==> src/hdl/rlsd_pkg.sv <==
// ----------------------------------------------------------------------------
// rlsd_pkg
// Shared types and constants of the RGB LED serial driver.
// ----------------------------------------------------------------------------
package rlsd_pkg;

	// Register indexes on the configuration port
	localparam logic [1:0] CFG_INTENSITY  = 2'd0;
	localparam logic [1:0] CFG_ZERO_HIGH  = 2'd1;
	localparam logic [1:0] CFG_ONE_HIGH   = 2'd2;
	localparam logic [1:0] CFG_BIT_PERIOD = 2'd3;

	// Item codes
	localparam logic OP_TICK = 1'b0;
	localparam logic OP_LOAD = 1'b1;

	// Intensity scaling: x / 100 as (x * 5243) >> 19, exact for x <= 25500
	localparam logic [6:0]  PCT_MAX     = 7'd100;
	localparam logic [12:0] RECIP_100   = 13'd5243;
	localparam int          RECIP_SHIFT = 19;

	// Color bits carried by one GRB word
	localparam int COLOR_BITS = 24;

	// Depth of the queue between front and back
	localparam int QUEUE_DEPTH = 2;

	typedef struct packed {
		logic [6:0] intensity;
		logic [7:0] zero_high;
		logic [7:0] one_high;
		logic [7:0] bit_period;
	} cfg_t;

	// Classified item: op plus already scaled channels
	typedef struct packed {
		logic       op;
		logic [7:0] green;
		logic [7:0] red;
		logic [7:0] blue;
	} item_t;

endpackage

==> src/hdl/rlsd_front.sv <==
// ----------------------------------------------------------------------------
// rlsd_front
// Accepts items, scales the color channels by the intensity percentage.
// ----------------------------------------------------------------------------
module rlsd_front
	import rlsd_pkg::*;
(
	input  logic       clk,
	input  logic       arst_n,
	input  logic [6:0] intensity,
	input  logic       in_valid,
	output logic       in_ready,
	input  logic       op,
	input  logic [7:0] red,
	input  logic [7:0] green,
	input  logic [7:0] blue,
	input  logic       q_full,
	output logic       push,
	output item_t      push_item
);

	logic        valid_s1;
	logic        op_s1;
	logic [14:0] prod_g_s1;
	logic [14:0] prod_r_s1;
	logic [14:0] prod_b_s1;
	logic [6:0]  pct;
	logic [27:0] quot_g;
	logic [27:0] quot_r;
	logic [27:0] quot_b;

	assign pct      = (intensity > PCT_MAX) ? PCT_MAX : intensity;
	assign in_ready = !valid_s1 || !q_full;
	assign push     = valid_s1 && !q_full;

	always_ff @(posedge clk or negedge arst_n) begin
		if (!arst_n) begin
			valid_s1 <= 1'b0;
		end else if (in_ready) begin
			valid_s1 <= in_valid;
		end
	end

	// Stage 1: channel times percentage
	always_ff @(posedge clk) begin
		if (in_ready && in_valid) begin
			op_s1     <= op;
			prod_g_s1 <= 15'(green * pct);
			prod_r_s1 <= 15'(red * pct);
			prod_b_s1 <= 15'(blue * pct);
		end
	end

	// Divide by 100 through the reciprocal
	assign quot_g = 28'(prod_g_s1 * RECIP_100);
	assign quot_r = 28'(prod_r_s1 * RECIP_100);
	assign quot_b = 28'(prod_b_s1 * RECIP_100);

	always_comb begin
		push_item.op    = op_s1;
		push_item.green = quot_g[RECIP_SHIFT +: 8];
		push_item.red   = quot_r[RECIP_SHIFT +: 8];
		push_item.blue  = quot_b[RECIP_SHIFT +: 8];
	end

endmodule

==> src/hdl/rlsd_queue.sv <==
// ----------------------------------------------------------------------------
// rlsd_queue
// Short FIFO of classified items between front and back.
// ----------------------------------------------------------------------------
module rlsd_queue
	import rlsd_pkg::*;
(
	input  logic  clk,
	input  logic  arst_n,
	input  logic  push,
	input  item_t push_item,
	input  logic  pop,
	output item_t pop_item,
	output logic  full,
	output logic  empty
);

	localparam int PTR_W = (QUEUE_DEPTH > 1) ? $clog2(QUEUE_DEPTH) : 1;
	localparam int CNT_W = $clog2(QUEUE_DEPTH + 1);

	item_t             mem_q [QUEUE_DEPTH];
	logic [PTR_W-1:0]  wr_ptr_q;
	logic [PTR_W-1:0]  rd_ptr_q;
	logic [CNT_W-1:0]  count_q;

	assign full     = (count_q == CNT_W'(QUEUE_DEPTH));
	assign empty    = (count_q == '0);
	assign pop_item = mem_q[rd_ptr_q];

	always_ff @(posedge clk or negedge arst_n) begin
		if (!arst_n) begin
			wr_ptr_q <= '0;
			rd_ptr_q <= '0;
			count_q  <= '0;
		end else begin
			if (push) begin
				wr_ptr_q <= (wr_ptr_q == PTR_W'(QUEUE_DEPTH - 1)) ? '0 : wr_ptr_q + 1'b1;
			end
			if (pop) begin
				rd_ptr_q <= (rd_ptr_q == PTR_W'(QUEUE_DEPTH - 1)) ? '0 : rd_ptr_q + 1'b1;
			end
			if (push && !pop) begin
				count_q <= count_q + 1'b1;
			end else if (pop && !push) begin
				count_q <= count_q - 1'b1;
			end
		end
	end

	always_ff @(posedge clk) begin
		if (push) begin
			mem_q[wr_ptr_q] <= push_item;
		end
	end

endmodule

==> src/hdl/rlsd_back.sv <==
// ----------------------------------------------------------------------------
// rlsd_back
// Runs the bit waveform state and holds the result register.
// ----------------------------------------------------------------------------
module rlsd_back
	import rlsd_pkg::*;
#(
	parameter int BITS_PER_LED = 24
)
(
	input  logic  clk,
	input  logic  arst_n,
	input  cfg_t  cfg,
	input  logic  empty,
	input  item_t pop_item,
	output logic  pop,
	output logic  out_valid,
	input  logic  out_ready,
	output logic  data_pin,
	output logic  busy_res,
	output logic  rejected,
	output logic  frame_done
);

	localparam int BL_W = $clog2(BITS_PER_LED + 1);
	localparam int PAD  = BITS_PER_LED - COLOR_BITS;

	logic [BITS_PER_LED-1:0] shift_bits_q;
	logic [BL_W-1:0]         bits_left_q;
	logic [7:0]              phase_count_q;
	logic                    sending_q;

	logic [BITS_PER_LED-1:0] shift_d;
	logic [BL_W-1:0]         bits_left_d;
	logic [7:0]              phase_d;
	logic                    sending_d;
	logic                    pin_d;
	logic                    rej_d;
	logic                    done_d;
	logic [8:0]              phase_inc;
	logic                    out_valid_q;

	// Pin level from a given state
	function automatic logic level(input logic snd, input logic top, input logic [7:0] ph,
		input cfg_t c);
		logic [7:0] high;
		high = top ? c.one_high : c.zero_high;
		return snd && (ph < high);
	endfunction

	assign out_valid = out_valid_q;
	assign pop       = !empty && (!out_valid_q || out_ready);
	assign phase_inc = {1'b0, phase_count_q} + 9'd1;

	always_comb begin
		shift_d     = shift_bits_q;
		bits_left_d = bits_left_q;
		phase_d     = phase_count_q;
		sending_d   = sending_q;
		pin_d       = 1'b0;
		rej_d       = 1'b0;
		done_d      = 1'b0;
		if (pop_item.op == OP_LOAD) begin
			if (sending_q) begin
				rej_d = 1'b1;
				pin_d = level(sending_q, shift_bits_q[BITS_PER_LED-1], phase_count_q, cfg);
			end else begin
				shift_d     = BITS_PER_LED'({pop_item.green, pop_item.red, pop_item.blue})
					<< PAD;
				bits_left_d = BL_W'(BITS_PER_LED);
				phase_d     = '0;
				sending_d   = 1'b1;
				pin_d       = level(1'b1, pop_item.green[7], 8'd0, cfg);
			end
		end else if (sending_q) begin
			pin_d = level(1'b1, shift_bits_q[BITS_PER_LED-1], phase_count_q, cfg);
			if (phase_inc >= {1'b0, cfg.bit_period}) begin
				phase_d     = '0;
				shift_d     = shift_bits_q << 1;
				bits_left_d = bits_left_q - 1'b1;
				if (bits_left_q == BL_W'(1)) begin
					sending_d = 1'b0;
					done_d    = 1'b1;
				end
			end else begin
				phase_d = phase_inc[7:0];
			end
		end
	end

	always_ff @(posedge clk or negedge arst_n) begin
		if (!arst_n) begin
			shift_bits_q  <= '0;
			bits_left_q   <= '0;
			phase_count_q <= '0;
			sending_q     <= 1'b0;
			out_valid_q   <= 1'b0;
		end else begin
			if (pop) begin
				shift_bits_q  <= shift_d;
				bits_left_q   <= bits_left_d;
				phase_count_q <= phase_d;
				sending_q     <= sending_d;
				out_valid_q   <= 1'b1;
			end else if (out_ready) begin
				out_valid_q <= 1'b0;
			end
		end
	end

	always_ff @(posedge clk) begin
		if (pop) begin
			data_pin   <= pin_d;
			busy_res   <= sending_d;
			rejected   <= rej_d;
			frame_done <= done_d;
		end
	end

endmodule

==> src/hdl/rgb_led_serial_driver.sv <==
// ----------------------------------------------------------------------------
// rgb_led_serial_driver
// Single-wire RGB LED encoder: scales a color, sends it GRB, MSB first.
// ----------------------------------------------------------------------------
// Usage:
//   Input channel (in_valid/in_ready): each transaction is one item. op selects
//   a tick (one clock of the LED waveform) or a color load (red, green, blue).
//   Output channel (out_valid/out_ready): exactly one result transaction per
//   item, in order: data_pin, busy_res, rejected, frame_done.
//   Configuration: cfg_we writes cfg_wdata to register cfg_index (0 intensity
//   percent, 1 zero-bit high ticks, 2 one-bit high ticks, 3 bit period).
//   Write only while no item is in flight.
// Pipeline and throughput:
//   An item passes the stage register (scaling multiply, loaded on the
//   accepting edge), the queue (reciprocal divide) and the result register
//   (waveform state update). One item per cycle is sustained while out_ready
//   stays high; the back end updates the waveform state once per popped item.
// Reset: arst_n clears the waveform state to idle and empties the pipeline;
//   registers return to 100 percent, 17, 34 and 60 ticks.
// Stall: when out_ready is low the result register holds, the back end
//   stops, the two-entry queue fills and then in_ready drops.
// ----------------------------------------------------------------------------
module rgb_led_serial_driver
	import rlsd_pkg::*;
#(
	parameter int BITS_PER_LED = 24
)
(
	input  logic       clk,
	input  logic       arst_n,
	// configuration write port
	input  logic       cfg_we,
	input  logic [1:0] cfg_index,
	input  logic [7:0] cfg_wdata,
	// input transactions
	input  logic       in_valid,
	output logic       in_ready,
	input  logic       op,
	input  logic [7:0] red,
	input  logic [7:0] green,
	input  logic [7:0] blue,
	// result transactions
	output logic       out_valid,
	input  logic       out_ready,
	output logic       data_pin,
	output logic       busy_res,
	output logic       rejected,
	output logic       frame_done
);

	cfg_t  cfg_q;
	logic  q_full;
	logic  q_empty;
	logic  push;
	logic  pop;
	item_t push_item;
	item_t pop_item;

	// Configuration registers; write them only while idle
	always_ff @(posedge clk or negedge arst_n) begin
		if (!arst_n) begin
			cfg_q.intensity  <= 7'd100;
			cfg_q.zero_high  <= 8'd17;
			cfg_q.one_high   <= 8'd34;
			cfg_q.bit_period <= 8'd60;
		end else if (cfg_we) begin
			case (cfg_index)
				CFG_INTENSITY:  cfg_q.intensity  <= cfg_wdata[6:0];
				CFG_ZERO_HIGH:  cfg_q.zero_high  <= cfg_wdata;
				CFG_ONE_HIGH:   cfg_q.one_high   <= cfg_wdata;
				CFG_BIT_PERIOD: cfg_q.bit_period <= cfg_wdata;
				default: ;
			endcase
		end
	end

	// Front: accept and scale
	rlsd_front u_front (
		.clk       (clk),
		.arst_n    (arst_n),
		.intensity (cfg_q.intensity),
		.in_valid  (in_valid),
		.in_ready  (in_ready),
		.op        (op),
		.red       (red),
		.green     (green),
		.blue      (blue),
		.q_full    (q_full),
		.push      (push),
		.push_item (push_item)
	);

	// Decouple front from back
	rlsd_queue u_queue (
		.clk       (clk),
		.arst_n    (arst_n),
		.push      (push),
		.push_item (push_item),
		.pop       (pop),
		.pop_item  (pop_item),
		.full      (q_full),
		.empty     (q_empty)
	);

	// Back: waveform state and result register
	rlsd_back #(
		.BITS_PER_LED (BITS_PER_LED)
	) u_back (
		.clk        (clk),
		.arst_n     (arst_n),
		.cfg        (cfg_q),
		.empty      (q_empty),
		.pop_item   (pop_item),
		.pop        (pop),
		.out_valid  (out_valid),
		.out_ready  (out_ready),
		.data_pin   (data_pin),
		.busy_res   (busy_res),
		.rejected   (rejected),
		.frame_done (frame_done)
	);

endmodule

==> config.mk <==
export PLATFORM = sky130hd
export DESIGN_NAME = rgb_led_serial_driver
export DESIGN_NICKNAME = d
export VERILOG_FILES = /design/src/hdl/rlsd_pkg.sv /design/src/hdl/rlsd_front.sv /design/src/hdl/rlsd_queue.sv /design/src/hdl/rlsd_back.sv /design/src/hdl/rgb_led_serial_driver.sv
export SDC_FILE = /design/constraint.sdc
export NUM_CORES = 1
export LEC_CHECK = 0
export BUFFER_PORTS_ARGS = -buffer_cell sky130_fd_sc_hd__buf_2
export CAP_MARGIN = 10
export CORE_MARGIN = 5
export CORE_UTILIZATION = 45
export DETAILED_ROUTE_END_ITERATION = 7
export GPL_TIMING_DRIVEN = 0
export MAX_ROUTING_LAYER = met4
export SYNTH_ARGS = -nofsm -noshare
export SYNTH_HDL_FRONTEND = slang
export SYNTH_SLANG_ARGS = --single-unit
==> constraint.sdc <==
create_clock -name clk -period 11.2 [get_ports clk]
set_clock_uncertainty 0.15 [all_clocks]
set_input_delay 1.68 -clock clk [delete_from_list [all_inputs] [get_ports clk]]
set_output_delay 1.68 -clock clk [all_outputs]
set_load 0.005 [all_outputs]
# [Word-level counts from Yosys, hierarchy flattened]
# Memories as Yosys holds them, arrays and structs flattened.
# Index checks and enable logic that the tools add are counted.
[op_classes] muxes=32 mul=6 bitwise_logic=2 n_reduce_logical=27 n_addsub=6 order_cmp=4 n_eq_ne=6
[op_table] operator="24-bit 2-to-1 mux" count=4
[op_table] operator="15-bit by 13-bit multiplier with 27-bit output, second input constant" count=3
[op_table] operator="8-bit 2-to-1 mux" count=6
[op_table] operator="8-bit by 7-bit multiplier with 15-bit output" count=3
[op_table] operator="5-bit 2-to-1 mux" count=4
[op_table] operator="1-bit 2-to-1 mux" count=15
[op_table] operator="8-bit by 1-bit adder with 9-bit output, second input constant" count=1
[op_table] operator="9-bit by 8-bit >= comparator with 1-bit output" count=1
[op_table] operator="1-bit by 8-bit less-than comparator with 1-bit output, first input constant" count=1
[op_table] operator="8-bit less-than comparator" count=1
[op_table] operator="2-bit AND reduction" count=4
[op_table] operator="2-bit nonzero test" count=4
[op_table] operator="7-bit > comparator, second input constant" count=1
[op_table] operator="7-bit 2-to-1 mux" count=1
[op_table] operator="2-bit == test, second input constant" count=3
[op_table] operator="1-bit logical AND" count=6
[op_table] operator="1-bit logical NOT" count=6
[op_table] operator="5-bit by 1-bit == test with 1-bit output, second input constant" count=1
[op_table] operator="5-bit by 1-bit subtractor with 5-bit output, second input constant" count=1
[op_table] operator="2-bit logical NOT" count=2
[op_table] operator="2-bit 2-to-1 mux" count=2
[op_table] operator="4-bit AND reduction" count=1
[op_table] operator="3-bit AND reduction" count=1
[op_table] operator="3-bit OR reduction" count=1
[op_table] operator="7 further kinds" count=10
[totals] mem_count=1 regBits=125 out_inout_bits=6 ram_bits=50 elab_cells=105 input_bits=40
[mem_list] name="u_queue.mem_q" words=2 word_bits=25 read_ports=1 rd_clocked_by_memory_dff=0 write_ports=1 line="rlsd_queue.sv:21" source="item_t mem_q [QUEUE_DEPTH];"

# [Logic depth before layout (Yosys ltp)]
# Gate-level depths: netlist of the first run.
[depth] word_depth=7 mapped_depth=21 mapped_depth_nobuf=20

# [Hierarchy]
# A second synthesis of the first run with hierarchy kept.
[hier_totals] hier_cells=2237 hier_area_um2=23382.4
[modules_own_cells] module="rlsd_front" area_per_inst_um2=17245.3 cells_per_inst=1766 seq_area_each_um2=1406.3 instances=1
[modules_own_cells] module="rlsd_back" area_per_inst_um2=2855.2 cells_per_inst=311 seq_area_each_um2=1096.1 instances=1
[modules_own_cells] module="rlsd_queue" area_per_inst_um2=2092.0 cells_per_inst=94 seq_area_each_um2=1601.5 instances=1
[modules_own_cells] module="rgb_led_serial_driver" area_per_inst_um2=1189.9 cells_per_inst=66 seq_area_each_um2=789.5 instances=1

# [Worst setup path before layout of the first run]
# No wires, ideal clock.
[synth_path] kind="input to register" from="input port green[5]" to="register u_front.prod_g_s1[14], data pin" cell_stages=17 t_arrival_ns=5.192 slack_ns=5.598 t_required_ns=10.790 setup_time_ns=0.260 path_buffers=0 path_cell_list="and2_1 > fa_1 > inv_1 > fa_1 > inv_1 > fa_1 > inv_1 > fa_1 > inv_1 > ha_1 > inv_1 > o21bai_1 > a21oi_1 > o21ai_0 > a21o_1 > a21oi_1 > xnor2_1"
[synth_via] elab_chain_len=1
[synth_rtl] element="start, declared" line="rgb_led_serial_driver.sv:40" source="input logic [7:0] green,"
[synth_rtl] element="8-bit by 7-bit multiplier with 15-bit output" line="rlsd_front.sv:48" source="prod_g_s1 <= 15'(green * pct);"
[synth_rtl] element="end signal, assigned" line="rlsd_front.sv:48"
[synth_rtl] element="end, declared" line="rlsd_front.sv:24" source="logic [14:0] prod_g_s1;"
# No other way between the ends.
# A chain may end at the register's enable or synchronous reset.

# [Final worst setup path of the first run]
[layout_path] from="register cfg_q[27] (netlist name)" to="register u_front.prod_g_s1[14], data pin"
[layout_via] elab_chain_len=3
[layout_rtl] element="7-bit > comparator" line="rlsd_front.sv:32" source="assign pct = (intensity > PCT_MAX) ? PCT_MAX : intensity;"
[layout_rtl] element="7-bit 2-to-1 mux *" line="rlsd_front.sv:32"
[layout_rtl] element="8-bit by 7-bit multiplier with 15-bit output *" line="rlsd_front.sv:48"
# Mark *: on every way between the ends. The rest lies on a longest branch, timed or not.

==> results of run 1 <==
## cells by family (layout without fill, tap and decap cells)
family,Yosys count,in the layout
xor gates and xnor gates,77,77
muxes,64,64
AOI/OAI and AO/OA,216,216
adders and majority gates,704,704
and+or+nand+nor,396,396
DFF,175,175
buffers and inverters,572,653
## critical path, delay by kind of cell, from the launching register on
family	cells	cell delay (ns)
buf+inv	6	0.55
flops	1	0.58
xor+xnor	1	0.12
compound gates	6	1.04
fa+ha+maj	5	2.28
simple gates	3	0.83
## worst max path at each step
stage | slack [ns] | start | depth (start not counted) | to
after floorplan | 5.60 | green[5] | 17 | u_front.prod_g_s1[14]
after global placement | 5.12 | green[5] | 18 | u_front.prod_g_s1[14]
after detailed placement | 5.13 | green[5] | 18 | u_front.prod_g_s1[14]
after CTS | 5.34 | cfg_q[27] | 21 | u_front.prod_g_s1[14]
after global routing | 5.06 | cfg_q[27] | 21 | u_front.prod_g_s1[14]
final | 5.39 | cfg_q[27] | 21 | u_front.prod_g_s1[14]
## synth_stat cells, types with 16 or more instances
master    count  area share
nor2_1       54      0.0089
xnor2_1      57       0.022
dfrtp_1      64       0.070
mux2i_1      32       0.014
and3_1       47       0.013
nor3_1       16      0.0035
mux2_2       31       0.015
a21o_1       23      0.0076
fa_1        291        0.26
nand3_1      16      0.0035
xor2_1       20      0.0077
ha_1        413        0.23
edfxtp_1    100        0.13
o21ai_0      53       0.012
clkbuf_1     25      0.0041
a21oi_1      78       0.017
inv_1       537       0.088
and2_1       96       0.026
nand2_1     112       0.018
## layout make-up
class | count | area share
inverter | 538 | 0.08231
sequential | 175 | 0.1995
timing repair buffer | 49 | 0.01265
clock inverter | 15 | 0.006783
multi-input combinational | 1457 | 0.6409
buffer | 34 | 0.006324
tap | 672 | 0.03427
clock buffer | 17 | 0.01734
## routing by layer
layer	vias to the layer above	share of wire	GRT usage	wire, microns
li1	7196	-	-	-
met1	7263	0.49	0.2417	22110
met2	136	0.47	0.2858	21380
met3	33	0.022	0.02146	1006
met4	0	0.012	0.03291	550
met5	-	0	-	0
## state kept, by name, summed over array words and instances (netlist names), 2 cells and up
name,flops
u_queue.mem_q,50
cfg_q,31
u_back.shift_bits_q,24
u_front.prod_b_s1,15
u_front.prod_g_s1,15
u_front.prod_r_s1,15
u_back.phase_count_q,8
u_back.bits_left_q,5
u_queue.count_q,2
## through the flow
stage | cells | setup WS (ns) | instance area [sq um]
2_1_floorplan | 2204 | 5.598 | 22790
3_3_place_gp | 2921 | 5.124 | 23850
3_5_place_dp | 2924 | 5.134 | 23910
4_1_cts | 2956 | 5.344 | 24510
5_1_grt | 2957 | 5.058 | 24530
6_report | 2957 | 5.393 | 24530
==> impl_results.md, run 1 <==
* Mapped Cells at 2,204
* Status: completed
* Commonest non-fill, non-tap cells in the layout: 537 x inv_1, 413 x ha_1, 291 x fa_1
* Post-CTS Resized at 0
* Multi-input gate area at 15,720 sq um
* Antenna violations before repair at 0
* Unrepaired setup endpoints after global routing: no
* Die width at 235.0 microns
* Fillers at 4,580
* Hpwl dp at 38.60 mm
* Actual slew at the worst max-slew pin at 0.9414 ns
* WHS Endpoint: u_queue.mem_q[1][24]
* Clock period minus worst slack at 5.807 ns
* Pin count of the biggest net entering global routing at 40
* DRT iter0 DRCs at 695
* Reg area at 4893 sq um
* EDFF count, synth at 100
* Prevailing post-synth register cell: edfxtp_1
* CP Data Required Time at 11.26 ns
* Post-Synth XOR/XNOR Area at 0.02960
* Routed Antenna Nets at 0
* Hold Buf Count CTS at 0
* Post-Synth Adder-Cell Area at 0.4824
* Share of layout cells above drive strength 1 at 0.06389
* DRC at 0
* Die H at 235.0 microns
* Synthesized net count at 2,948
* Critical Path End Type: flop
* Critical Path Fanout Max at 10
* R2R Path Start: cfg_q[27]
* Drt via density at 4.947
* Worst EP arrival at 5.86 ns
* Critical-path cell list: nor2_1 > a21oi_1 > or2_2 > clkbuf_1 > and2_1 > fa_1 > inv_1 > fa_1 > inv_1 > fa_1 > inv_1 > fa_1 > inv_1 > ha_1 > inv_1 > o21bai_1 > a21oi_1 > o21ai_0 > a21o_1 > a21oi_1 > xnor2_1
* Post-layout utilization of the core at 0.4890
* Std-Cell Rows at 82
* Num CTS Buffers at 17
* Async set-reset flop share out of synthesis at 0.4286
* Hold Path Stages at 0
* Synth-to-Final Area Change at 7.665%
* CTS tree: yes
* # setup viols final at 0
* Routed length per instance at 15.24 microns
* Largest family of logic cells by synthesized area: adder cells
* Crit Path Class: flop to flop
* Yosys cell types at 60
* Root buffer cell: clkbuf_16
* Via count of the first global-routing pass at 16,180
* Via count at 14,630
* Longest Clk Path Bufs at 2
* H-tree depth at 4
* Multiplexer share of the synthesized area at 0.03004
* Seq/Total Area, Yosys at 0.2147
* Initial core utilization at 0.4542
* Hold Vio Cnt, Final at 0
* Synthesized cell area at 22,790 sq um
* I/O pin count at 46
* Hold_sp: u_front.op_s1
* Nets at 3,016
* Reg2Reg Setup Slack at 5.39 ns
* Post-CTS setup repair buffer count at 0
* Hold/Removal Path Class: flop to flop
* Mean Syn Cell Area at 10.34 sq um
* Worst path slowest cell: dfrtp_1
* # port buffers at 45
* Final WL at 45.05 mm
* Complex-gate fraction of the synthesized area at 0.05738
* Max cap viols at 0
* Die Area at 55,240 sq um
* Inserted Diodes at 0
* Worst Setup Start Kind: flop
* R2R Path End: u_front.prod_g_s1[14]
* Setup_tns at 0 ns
* Worst skew pair latency at 0.46 ns
* Initial DRT Pass Iterations at 4
* Overflow left after global routing at 0
* Reg clk slew, reported paths at 0.08 ns
* Highest Clock Rate at 172.2 MHz
* Max_slew headroom at 0.3711
* CTS sink count at 175
* Hold slack at 0.2952 ns
* Tcrit/Tclk final at 0.5185
* Tot GR Track Use at 0.1758
* Placer Congestion at 0.8708
* Max-slew violation count at 0
* Most frequent cell on the critical path: inv_1
* Global-route wire length before repair at 78.40 mm
* Synth warnings at 0
* Placeable Area at 50,170 sq um
* Worst-case reg-to-reg path depth at 21
* Post-Synth Simple-Gate Area at 0.09038
* CP max stage delay at 0.58 ns
* Most common cell after layout, fill and taps aside: inv_1
* Post-synthesis register bit count at 175
Power of run 1 is not shown: default switching activity piles up to over one toggle a cycle in this logic, so the estimate is an artifact.
==> inputs of run 2 (changes only) <==
==> constraint.sdc (replaced) <==
create_clock -name clk -period 5.92 [get_ports clk]
set_clock_uncertainty 0.15 [all_clocks]
set_input_delay 0.888 -clock clk [delete_from_list [all_inputs] [get_ports clk]]
set_output_delay 0.888 -clock clk [all_outputs]
set_load 0.005 [all_outputs]
==> run 2 against run 1 <==
Against the previous run:
- global-route usage did not move
- fmax grew 3.1%
- register-to-register slack got worse by 5.1 ns
- sequential cell count did not move
- utilization about the same
- critical endpoint is now u_front.prod_g_s1[13]
==> impl_results.md, run 2 (synthesized netlist as in run 1, its figures left out) <==
* Std-Cell Rows at 82
* Worst EP arrival at 5.69 ns
* Antenna violations before repair at 0
* Pin count of the biggest net entering global routing at 40
* Share of layout cells above drive strength 1 at 0.06830
* Max cap viols at 0
* Global-route wire length before repair at 78.40 mm
* DRT iter0 DRCs at 788
* Die width at 235.0 microns
* Die Area at 55,240 sq um
* Overflow left after global routing at 0
* Largest regs: u_queue.mem_q x50, cfg_q x31, u_back.shift_bits_q x24
* Longest Clk Path Bufs at 2
* Critical Path Start: cfg_q[24]
* Max_slew headroom at 0.3753
* Setup_tns at 0 ns
* Critical Path Fanout Max at 10
* R2R Path Start: cfg_q[24]
* Placeable Area at 50,170 sq um
* CTS tree: yes
* DRC at 0
* CTS sink count at 175
* Initial core utilization at 0.4542
* Hold slack at 0.2446 ns
* Commonest non-fill, non-tap cells in the layout: 537 x inv_1, 413 x ha_1, 291 x fa_1
* Largest Register: u_queue.mem_q
* Clock period minus worst slack at 5.634 ns
* Via count of the first global-routing pass at 16,180
* Fillers at 4,577
* Via count at 14,650
* Hold/Removal Path Class: input port to asynchronous set/reset pin
* Critical-path cell list: o21ai_0 > a21oi_2 > or2_2 > clkbuf_2 > and2_1 > fa_1 > inv_1 > fa_1 > inv_1 > fa_1 > inv_1 > fa_1 > inv_1 > ha_1 > a21oi_1 > o21ai_1 > a221o_1 > a21oi_1 > xnor2_1
* Post-place instance area at 23,910 sq um
* Reg clk slew, reported paths at 0.08 ns
* Hpwl dp at 38.60 mm
* Highest Clock Rate at 177.5 MHz
* Num CTS Buffers at 17
* Most common cell after layout, fill and taps aside: inv_1
* Status: completed
* Unrepaired setup endpoints after global routing: no
* Initial DRT Pass Iterations at 4
* I/O pin count at 46
* Design Area, Final at 24,560 sq um
* Critical Path End Type: flop
* Worst Setup Start Kind: flop
* Die H at 235.0 microns
* Inserted Diodes at 0
* Actual slew at the worst max-slew pin at 0.9350 ns
* Max reg flops at 50
* Nets at 3,015
* # setup viols final at 0
* Crit Path Class: flop to flop
* H-tree depth at 4
* Final WL at 45.01 mm
* Buffers plus inverters on the worst setup path at 5
* CP max stage delay at 0.53 ns
* Routed Antenna Nets at 0
* Routed length per instance at 15.23 microns
* Worst path slowest cell: fa_1
* Synth-to-Final Area Change at 7.770%
* CP delay by family, top: adder cells
* Placer Congestion at 0.8708
* Root buffer cell: clkbuf_16
* Post-layout utilization of the core at 0.4895
* Max-slew violation count at 0
* Worst skew pair latency at 0.46 ns
* Drt via density at 4.957
* CP Data Required Time at 5.98 ns
* Post-CTS setup repair buffer count at 0
* Hold Vio Cnt, Final at 0
* Tcrit/Tclk final at 0.9517
* # port buffers at 45
* Tot GR Track Use at 0.1758
[run 2: cell types whose count changed in the layout (fill, tap and decap cells not counted), moves of 2 or more]
cell / delta
dfrtp_1: -2
clkbuf_1: -4
a21oi_2: +2
clkbuf_2: +3
dfrtp_2: +2
a21oi_1: -2
[run 2: cell type report]
type / instances / area [sq um] / area share
Tap cell: 672 / 840.8 / 0.03424
Inverter: 538 / 2019 / 0.08223
Clock buffer: 17 / 425.4 / 0.01732
Buffer: 33 / 155.1 / 0.006318
Timing Repair Buffer: 49 / 310.3 / 0.01264
Clock inverter: 15 / 166.4 / 0.006776
Sequential cell: 175 / 4896 / 0.1994
Multi-Input combinational cell: 1457 / 15740 / 0.6411
[run 2: metrics by stage]
stage	cells	worst slack [ns]
after CTS	2956	0.06402
after detailed placement	2924	0.09165
after floorplan	2204	0.8052
after global placement	2921	0.07332
after global routing	2956	0.009942
final	2956	0.2858
[run 2: path summary, 6_finish.rpt]
check                                           to  slack [ns]  cells past startpoint
min in group clk              u_queue.mem_q[1][24]        0.30                      0
max in group asynchronous  u_back.shift_bits_q[11]        4.79                      2
min                        u_back.phase_count_q[0]        0.24                      1
max                          u_front.prod_g_s1[13]        0.29                     19
min reg2reg                   u_queue.mem_q[1][24]        0.30                      0
max reg2reg                  u_front.prod_g_s1[13]        0.29                     19
[run 2: repair_timing]
item                                    in CTS  in global routing
gates resized for setup                      0                 14
endpoints found under the setup margin       0                 15
hold buffers                                 0                  0
[run 2: per-layer routing]
metal	wire, microns	share of wire	track usage
met1	22040	0.49	0.2417
met2	21300	0.47	0.2858
met3	1068	0.024	0.02146
met4	599	0.013	0.03291
met5	0	0	-
Power of run 2 is left out for the same reason.
